$ cat src/sv/mbgl_pkg.sv
`default_nettype none
// ----------------------------------------------------------------------------
// mbgl_pkg
// Shared constants, types and table functions for the master balance, gain
// and soft limiter block.
// ----------------------------------------------------------------------------
package mbgl_pkg;

    localparam int DEF_SAMPLE_BITS     = 24;
    localparam int DEF_TANH_TABLE_SIZE = 256;

    localparam int GAIN_W     = 16;
    localparam int BAL_W      = 17;
    localparam int BALF_W     = 16;
    localparam int CFG_IDX_W  = 2;
    localparam int TANH_W     = 24;
    localparam int FRAC_W     = 16;
    localparam int SCALE_SHIFT = 27;   // Q4.12 gain times Q1.15 balance
    localparam int FIFO_DEPTH = 4;

    localparam logic [GAIN_W-1:0] GAIN_RESET = 16'd4096;
    localparam logic [BALF_W-1:0] BAL_UNITY  = 16'd32768;
    localparam logic signed [BAL_W-1:0] BAL_MAX = 17'sd32768;
    localparam logic signed [BAL_W-1:0] BAL_MIN = -17'sd32768;

    typedef enum logic [CFG_IDX_W-1:0] {
        CFG_MASTER_GAIN     = 2'd0,
        CFG_MASTER_BALANCE  = 2'd1,
        CFG_LIMITER_CEILING = 2'd2
    } cfg_idx_e;

    // per-frame scaling shared by both channels
    typedef struct packed {
        logic [GAIN_W-1:0] gain;
        logic [BALF_W-1:0] bal_l;
        logic [BALF_W-1:0] bal_r;
    } scale_t;

    localparam logic [63:0] Q30_ONE = 64'd1073741824;

    // shift-subtract division, elaboration only
    function automatic logic [63:0] udiv64(input logic [63:0] n, input logic [63:0] d);
        logic [63:0] q;
        logic [63:0] r;
        q = '0;
        r = '0;
        for (int b = 63; b >= 0; b--)
        begin
            r = {r[62:0], n[b]};
            if (r >= d)
            begin
                r    = r - d;
                q[b] = 1'b1;
            end
        end
        return q;
    endfunction

    // tanh(8*i/size) in Q0.23
    function automatic logic [TANH_W-1:0] tanh_entry(input logic [63:0] i,
                                                     input logic [63:0] size);
        logic [63:0] z;
        logic [63:0] term;
        logic [63:0] e;
        logic [63:0] den;
        logic [63:0] num;
        z    = udiv64((i << 30) + size * 64'd32, size * 64'd64);
        term = Q30_ONE;
        e    = Q30_ONE;
        for (int k = 1; k <= 5; k++)
        begin
            term = udiv64((term * z) >> 30, 64'(k));
            if (k[0])
                e = e - term;
            else
                e = e + term;
        end
        for (int k = 0; k < 10; k++)
            e = (e * e + (Q30_ONE >> 1)) >> 30;
        den = Q30_ONE + e;
        num = (Q30_ONE - e) << 23;
        return TANH_W'(udiv64(num + (den >> 1), den));
    endfunction

endpackage
`default_nettype wire

$ cat src/sv/mbgl_fifo.sv
`default_nettype none
// ----------------------------------------------------------------------------
// mbgl_fifo
// Short register queue between front and back.
// ----------------------------------------------------------------------------
module mbgl_fifo
    import mbgl_pkg::*;
#(
    parameter int W = 8
)(
    input  wire logic         clk,
    input  wire logic         rst_n,
    input  wire logic         wr_valid,
    output logic              wr_ready,
    input  wire logic [W-1:0] wr_data,
    output logic              rd_valid,
    input  wire logic         rd_ready,
    output logic [W-1:0]      rd_data
);

    localparam int AW = $clog2(FIFO_DEPTH);

    logic [W-1:0]  mem_reg [FIFO_DEPTH];
    logic [AW-1:0] wptr_reg, rptr_reg;
    logic [AW:0]   cnt_reg;
    logic          wr_en, rd_en;

    assign wr_ready = cnt_reg != (AW+1)'(FIFO_DEPTH);
    assign rd_valid = cnt_reg != '0;
    assign wr_en    = wr_valid && wr_ready;
    assign rd_en    = rd_valid && rd_ready;
    assign rd_data  = mem_reg[rptr_reg];

    always_ff @(posedge clk or negedge rst_n)
    begin
        if (!rst_n)
        begin
            wptr_reg <= '0;
            rptr_reg <= '0;
            cnt_reg  <= '0;
        end
        else
        begin
            if (wr_en)
                wptr_reg <= wptr_reg + 1'b1;
            if (rd_en)
                rptr_reg <= rptr_reg + 1'b1;
            if (wr_en && !rd_en)
                cnt_reg <= cnt_reg + 1'b1;
            else if (rd_en && !wr_en)
                cnt_reg <= cnt_reg - 1'b1;
        end
    end

    always_ff @(posedge clk)
    begin
        if (wr_en)
            mem_reg[wptr_reg] <= wr_data;
    end

endmodule
`default_nettype wire

$ cat config.mk
export PLATFORM = sky130hd
export DESIGN_NAME = mbgl_fifo
export DESIGN_NICKNAME = d
export VERILOG_FILES = /design/src/sv/mbgl_pkg.sv /design/src/sv/mbgl_fifo.sv
export SDC_FILE = /design/constraint.sdc
export NUM_CORES = 1
export LEC_CHECK = 0
export CAP_MARGIN = 10
export CORE_ASPECT_RATIO = 1.5
export CORE_MARGIN = 2
export CORE_UTILIZATION = 35
export DETAILED_ROUTE_END_ITERATION = 8
export DONT_BUFFER_PORTS = 1
export SETUP_SLACK_MARGIN = 0.3
export SLEW_MARGIN = 20
export SYNTH_ARGS = -nofsm -noshare
export SYNTH_HDL_FRONTEND = slang
export SYNTH_SLANG_ARGS = --single-unit
export TNS_END_PERCENT = 30
$ cat constraint.sdc
create_clock -name clk -period 3.03 [get_ports clk]
set_input_delay 0.4545 -clock clk [delete_from_list [all_inputs] [get_ports clk]]
set_output_delay 0.4545 -clock clk [all_outputs]
set_load 0.02 [all_outputs]
# == Word level (Yosys, flattened, before mapping) ==
# Memories as Yosys holds them, arrays and structs flattened.
# Index checks and enable logic that the tools add are counted.
# totals
ff_bits,7
ram_bits,32
in_bits,12
output_inout_bits,10
word_cells,21
mem_count,1
# memory_table
name,words,width,read_ports,rd_clocked_by_memory_dff,write_ports,line_no,source
mem_reg,4,8,1,0,1,mbgl_fifo.sv:23,logic [W-1:0] mem_reg [FIFO_DEPTH];
# op_classes
addsub,4
n_eq_ne,1
mux,4
reduce_logical,8
# ops
operator,n
3-bit 2-to-1 mux,2
"2-bit by 1-bit adder with 2-bit output, second input constant",2
1-bit logical AND,4
"3-bit by 1-bit adder with 3-bit output, second input constant",1
"3-bit inequality test, second input constant",1
3-bit nonzero test,1
"3-bit by 1-bit subtractor with 3-bit output, second input constant",1
1-bit zero test,2
1-bit 2-to-1 mux,2
2-bit nonzero test,1

# == Depth between registers and ports, before layout ==
# logic_depth
depth_word,6
ltp_mapped,8
ltp_nobuf,8

# == Least setup slack after synthesis ==
# OpenSTA, ideal clock, no wires.
# synth_timing
path_kind,reg-to-reg
start,reg cnt_reg[0]
end,reg cnt_reg[2]
setup_ns,0.079
arrival_time_ns,1.909
required_ns,2.951
slack_ns,1.042
stages_incl_launch_ff,9
path_buffers,0
synth_period_minus_slack_ns,1.988
cell_sequence,dfrtp_1 or3_4 nand2_4 ha_1 inv_1 fa_1 xor2_1 nor2_1 xor2_1
# synth_via
elab_chain_len,5
elab_cells_between_ends,13
classes_between,add/sub: 2; eq/ne: 1; mux: 2; reduce/logical: 8
# synth_rtl
item,line_no,source
from (decl),mbgl_fifo.sv:25,logic [AW:0] cnt_reg;
from (signal assigned),mbgl_fifo.sv:49,cnt_reg <= cnt_reg + 1'b1;
from (signal assigned),mbgl_fifo.sv:51,cnt_reg <= cnt_reg - 1'b1;
3-bit nonzero test *,mbgl_fifo.sv:29,assign rd_valid = cnt_reg != '0;
named net rd_valid,mbgl_fifo.sv:16,"output logic rd_valid,"
1-bit logical AND *,mbgl_fifo.sv:31,assign rd_en = rd_valid && rd_ready;
1-bit zero test,mbgl_fifo.sv:48,if (wr_en && !rd_en)
1-bit logical AND,mbgl_fifo.sv:48,
3-bit 2-to-1 mux / 2-bit nonzero test (equally long branches),n/a,
# Mark *: on every way through the listed nets, which the timed path passes. The rest lies on a longest branch. The select of a mux whose other input is x is not followed.
# A chain may end at the register's enable or synchronous reset.

# == Worst setup path in the final report ==
# layout_timing
start,reg rptr_reg[0]
end,out rd_data[6]
# layout_via
elab_chain_len,1
# layout_rtl
item,line_no,source
from (decl),mbgl_fifo.sv:24,"logic [AW-1:0] wptr_reg, rptr_reg;"
from (signal assigned),mbgl_fifo.sv:47,rptr_reg <= rptr_reg + 1'b1;
memory read 4 x 8 bit,n/a,
to (decl),mbgl_fifo.sv:18,output logic [W-1:0] rd_data
# Every way passes these cells.

==> qor.yml <==
core_mm2: 0.00443
die-area_mm2: 0.00509
grt_setup_unrepaired: "false"
syn-cell-area_mm2: 0.00158
p_leak_uw: 0.000599
status: "finished with violations"
syn_to_final_growth_pct: 9.40
die_height_um: 86.4
row_count: 30
cp.required_ns: 2.58
violations: "design-rule violations"
synth.most_common_cell: "edfxtp_1"
cts-root-buf: "clkbuf_8"
drt_drc_violations_left: 1
vias: 660
crit_family: "flip-flops"
final_cells: 132
power.density_mw_per_mm2: 987
worst_pin_slew_ns: 0.622
dp_hpwl_um: 1680
first_global_vias: 742
grt-ovfl-total: 0
setup_ws_ns: 0.880
yosysSeqAreaShare_pct: 71.7
hold_viol: 0
cp-start-kind: "flop"
fin_crit_sh_pct: 71.0
hold_path.class: "input port to flop"
gp_congestion: 0.685
worst-path-buf-inv: 0
synth_edf_count: 32
vias_per_cell: 5.00
synth_top_family_by_area: "multiplexers"
grt_pass1_wl_um: 3730
ctsHoldBuffers: 1
crit_end: "rd_data[6]"
synth_top_area_share_pct: 60.7
worst_r2r_path_depth: 8
syn-num-nets: 95
yosys.area_share.simple_pct: 4.50
wl_um: 2350
crit_slowest_cell: "dfrtp_1"
io_pins: 22
finalSetupViolCount: 0
cp-end-kind: "output pin"
maxSlewViolCount: 0
synth-xor-area-share_pct: 3.32
synth-compound-area-share_pct: 0.711
cts_made_buffers: 5
yosys_most_used_dff: "edfxtp_1"
die_w_um: 58.9
avgSynthCellArea_um2: 20.6
drt_iter0_drc: 13
tritoncts: "yes"
dp.cells: 123
path_cells: "mux4_2"
fin_nets: 101
wl_per_cell_um: 17.8
place_ws_ns: 0.861
yosysWarnings: 0
firstDrtPassIters: 5
critPathKind: "flop to output pin"
synth_cells: 77
post_cts_buffers: 0
max_stage_delay_ns: 0.74
hold_slack_ns: 0.267
muxShareOfSynthArea_pct: 13.0
port_buffers: 0
relSlewSlack_pct: 58.5
synthArstFlopShare_pct: 17.9
drive_above_1_share_pct: 26.2
final.min_clock_period_ns: 2.15
cts.htree.levels: 2
r2r-end: "cnt_reg[2]$_DFFE_PN0P_"
timing.fmax_ghz: 0.465
largest_reg_flops: 32
synth_area_leaders: "edfxtp_1, mux4_2, dfrtp_1"
synth_seq_cells: 39
ant_nets: 0
clock_latency_ns: 0.28
grtUsageTotal_pct: 10.6
antenna_found_initial: 0
synth_adder_area_share_pct: 5.21
diodes: 0
cts_sinks: 39
cp_data_arrival_time_ns: 1.70
grt_max_degree: 13
ys_top_cells_by_count: "edfxtp_1, mux4_2, dfrtp_1"
start_util_pct: 35.8
crit_fanout: 10
rr_startpoint: "cnt_reg[0]$_DFFE_PN0P_"
clk_pin_slew_worst_paths_ns: 0.07
ir_worst_vdd_mv: 0.459
synth_top_area_cell: "edfxtp_1"
drv_cap: 0
path_depth: 1
fin_skew_ns: 0.00782
ctsResizeCount: 0
r2r_slack_ns: 0.89
crit_path_start: "rptr_reg[0]$_DFFE_PN0P_"
tns_ns: 0
clockBufferDepth: 2
ys_types: 20
==> cell families (layout without fill, tap and decap cells) <==
logic type	Yosys count	after routing
adders and majority gates	6	6
muxes	10	10
AOI/OAI and AO/OA	1	1
DFF	39	39
buffers and inverters	5	12
and+or+nand+nor	10	10
xor gates and xnor gates	6	6
==> worst min-delay path by stage <==
stage | start | endpoint | slack (ns) | cells past startpoint
finish | wr_data[2] | mem_reg[3][2]$_DFFE_PP_ | 0.27 | 0
global route | wr_data[2] | mem_reg[0][2]$_DFFE_PP_ | 0.25 | 0
CTS | wr_data[5] | mem_reg[2][5]$_DFFE_PP_ | 0.26 | 0
detailed placement | rst_n | cnt_reg[2]$_DFFE_PN0P_ | 0.16 | 0
global placement | rst_n | cnt_reg[2]$_DFFE_PN0P_ | 0.16 | 0
floorplan | rst_n | cnt_reg[0]$_DFFE_PN0P_ | 0.16 | 0
==> cells in the final DEF, fill, tap and decap left out <==
cell,synthesis,routed
inv_1,3,3
ha_1,5,5
xor2_1,2,2
dfrtp_1,7,7
nand2_4,1,1
dlygate4sd3_1,0,1
edfxtp_1,32,32
or3_4,1,1
clkbuf_8,0,6
mux2_2,1,1
nand2_1,1,1
a21boi_2,1,1
nand3_2,1,1
xnor2_1,4,4
mux4_2,8,8
clkbuf_1,0,1
nor2_2,1,1
clkinv_2,0,1
fa_1,1,1
mux2_4,1,1
nor2_1,1,1
and2_1,4,4
==> layout make-up <==
cell class                 count  area [um^2]
tap                           48         60.1
sequential                    39         1140
timing repair buffer           1         10.0
inverter                       3         11.3
fill                         399         2700
clock inverter                 1         5.00
clock buffer                   7         86.3
multi-input combinational     33          424
==> routing by layer <==
layer	track usage, %	vias up	routed length [um]
li1	-	303	-
met1	10.9	344	807
met2	18.0	11	1400
met3	4.18	2	113
met4	5.58	0	30
met5	0	-	0
==> power breakdown <==
part / switching, uW / internal (uW)
Sequential: 123 / 728
Clock: 157 / 183
Combinational: 285 / 235
Total: 565 / 1150
==> per-stage QoR <==
stage | power (uW) | util, % | instance area, um^2
final | 1710 | 39.1 | 1730
after detailed placement | 1400 | 36.8 | 1630
after floorplan | 1300 | - | 1580
after global routing | 1810 | 39.1 | 1730
after CTS | 1750 | 39.1 | 1730
after global placement | 1370 | 36.8 | 1630
Power figures use the tool's default switching activity.
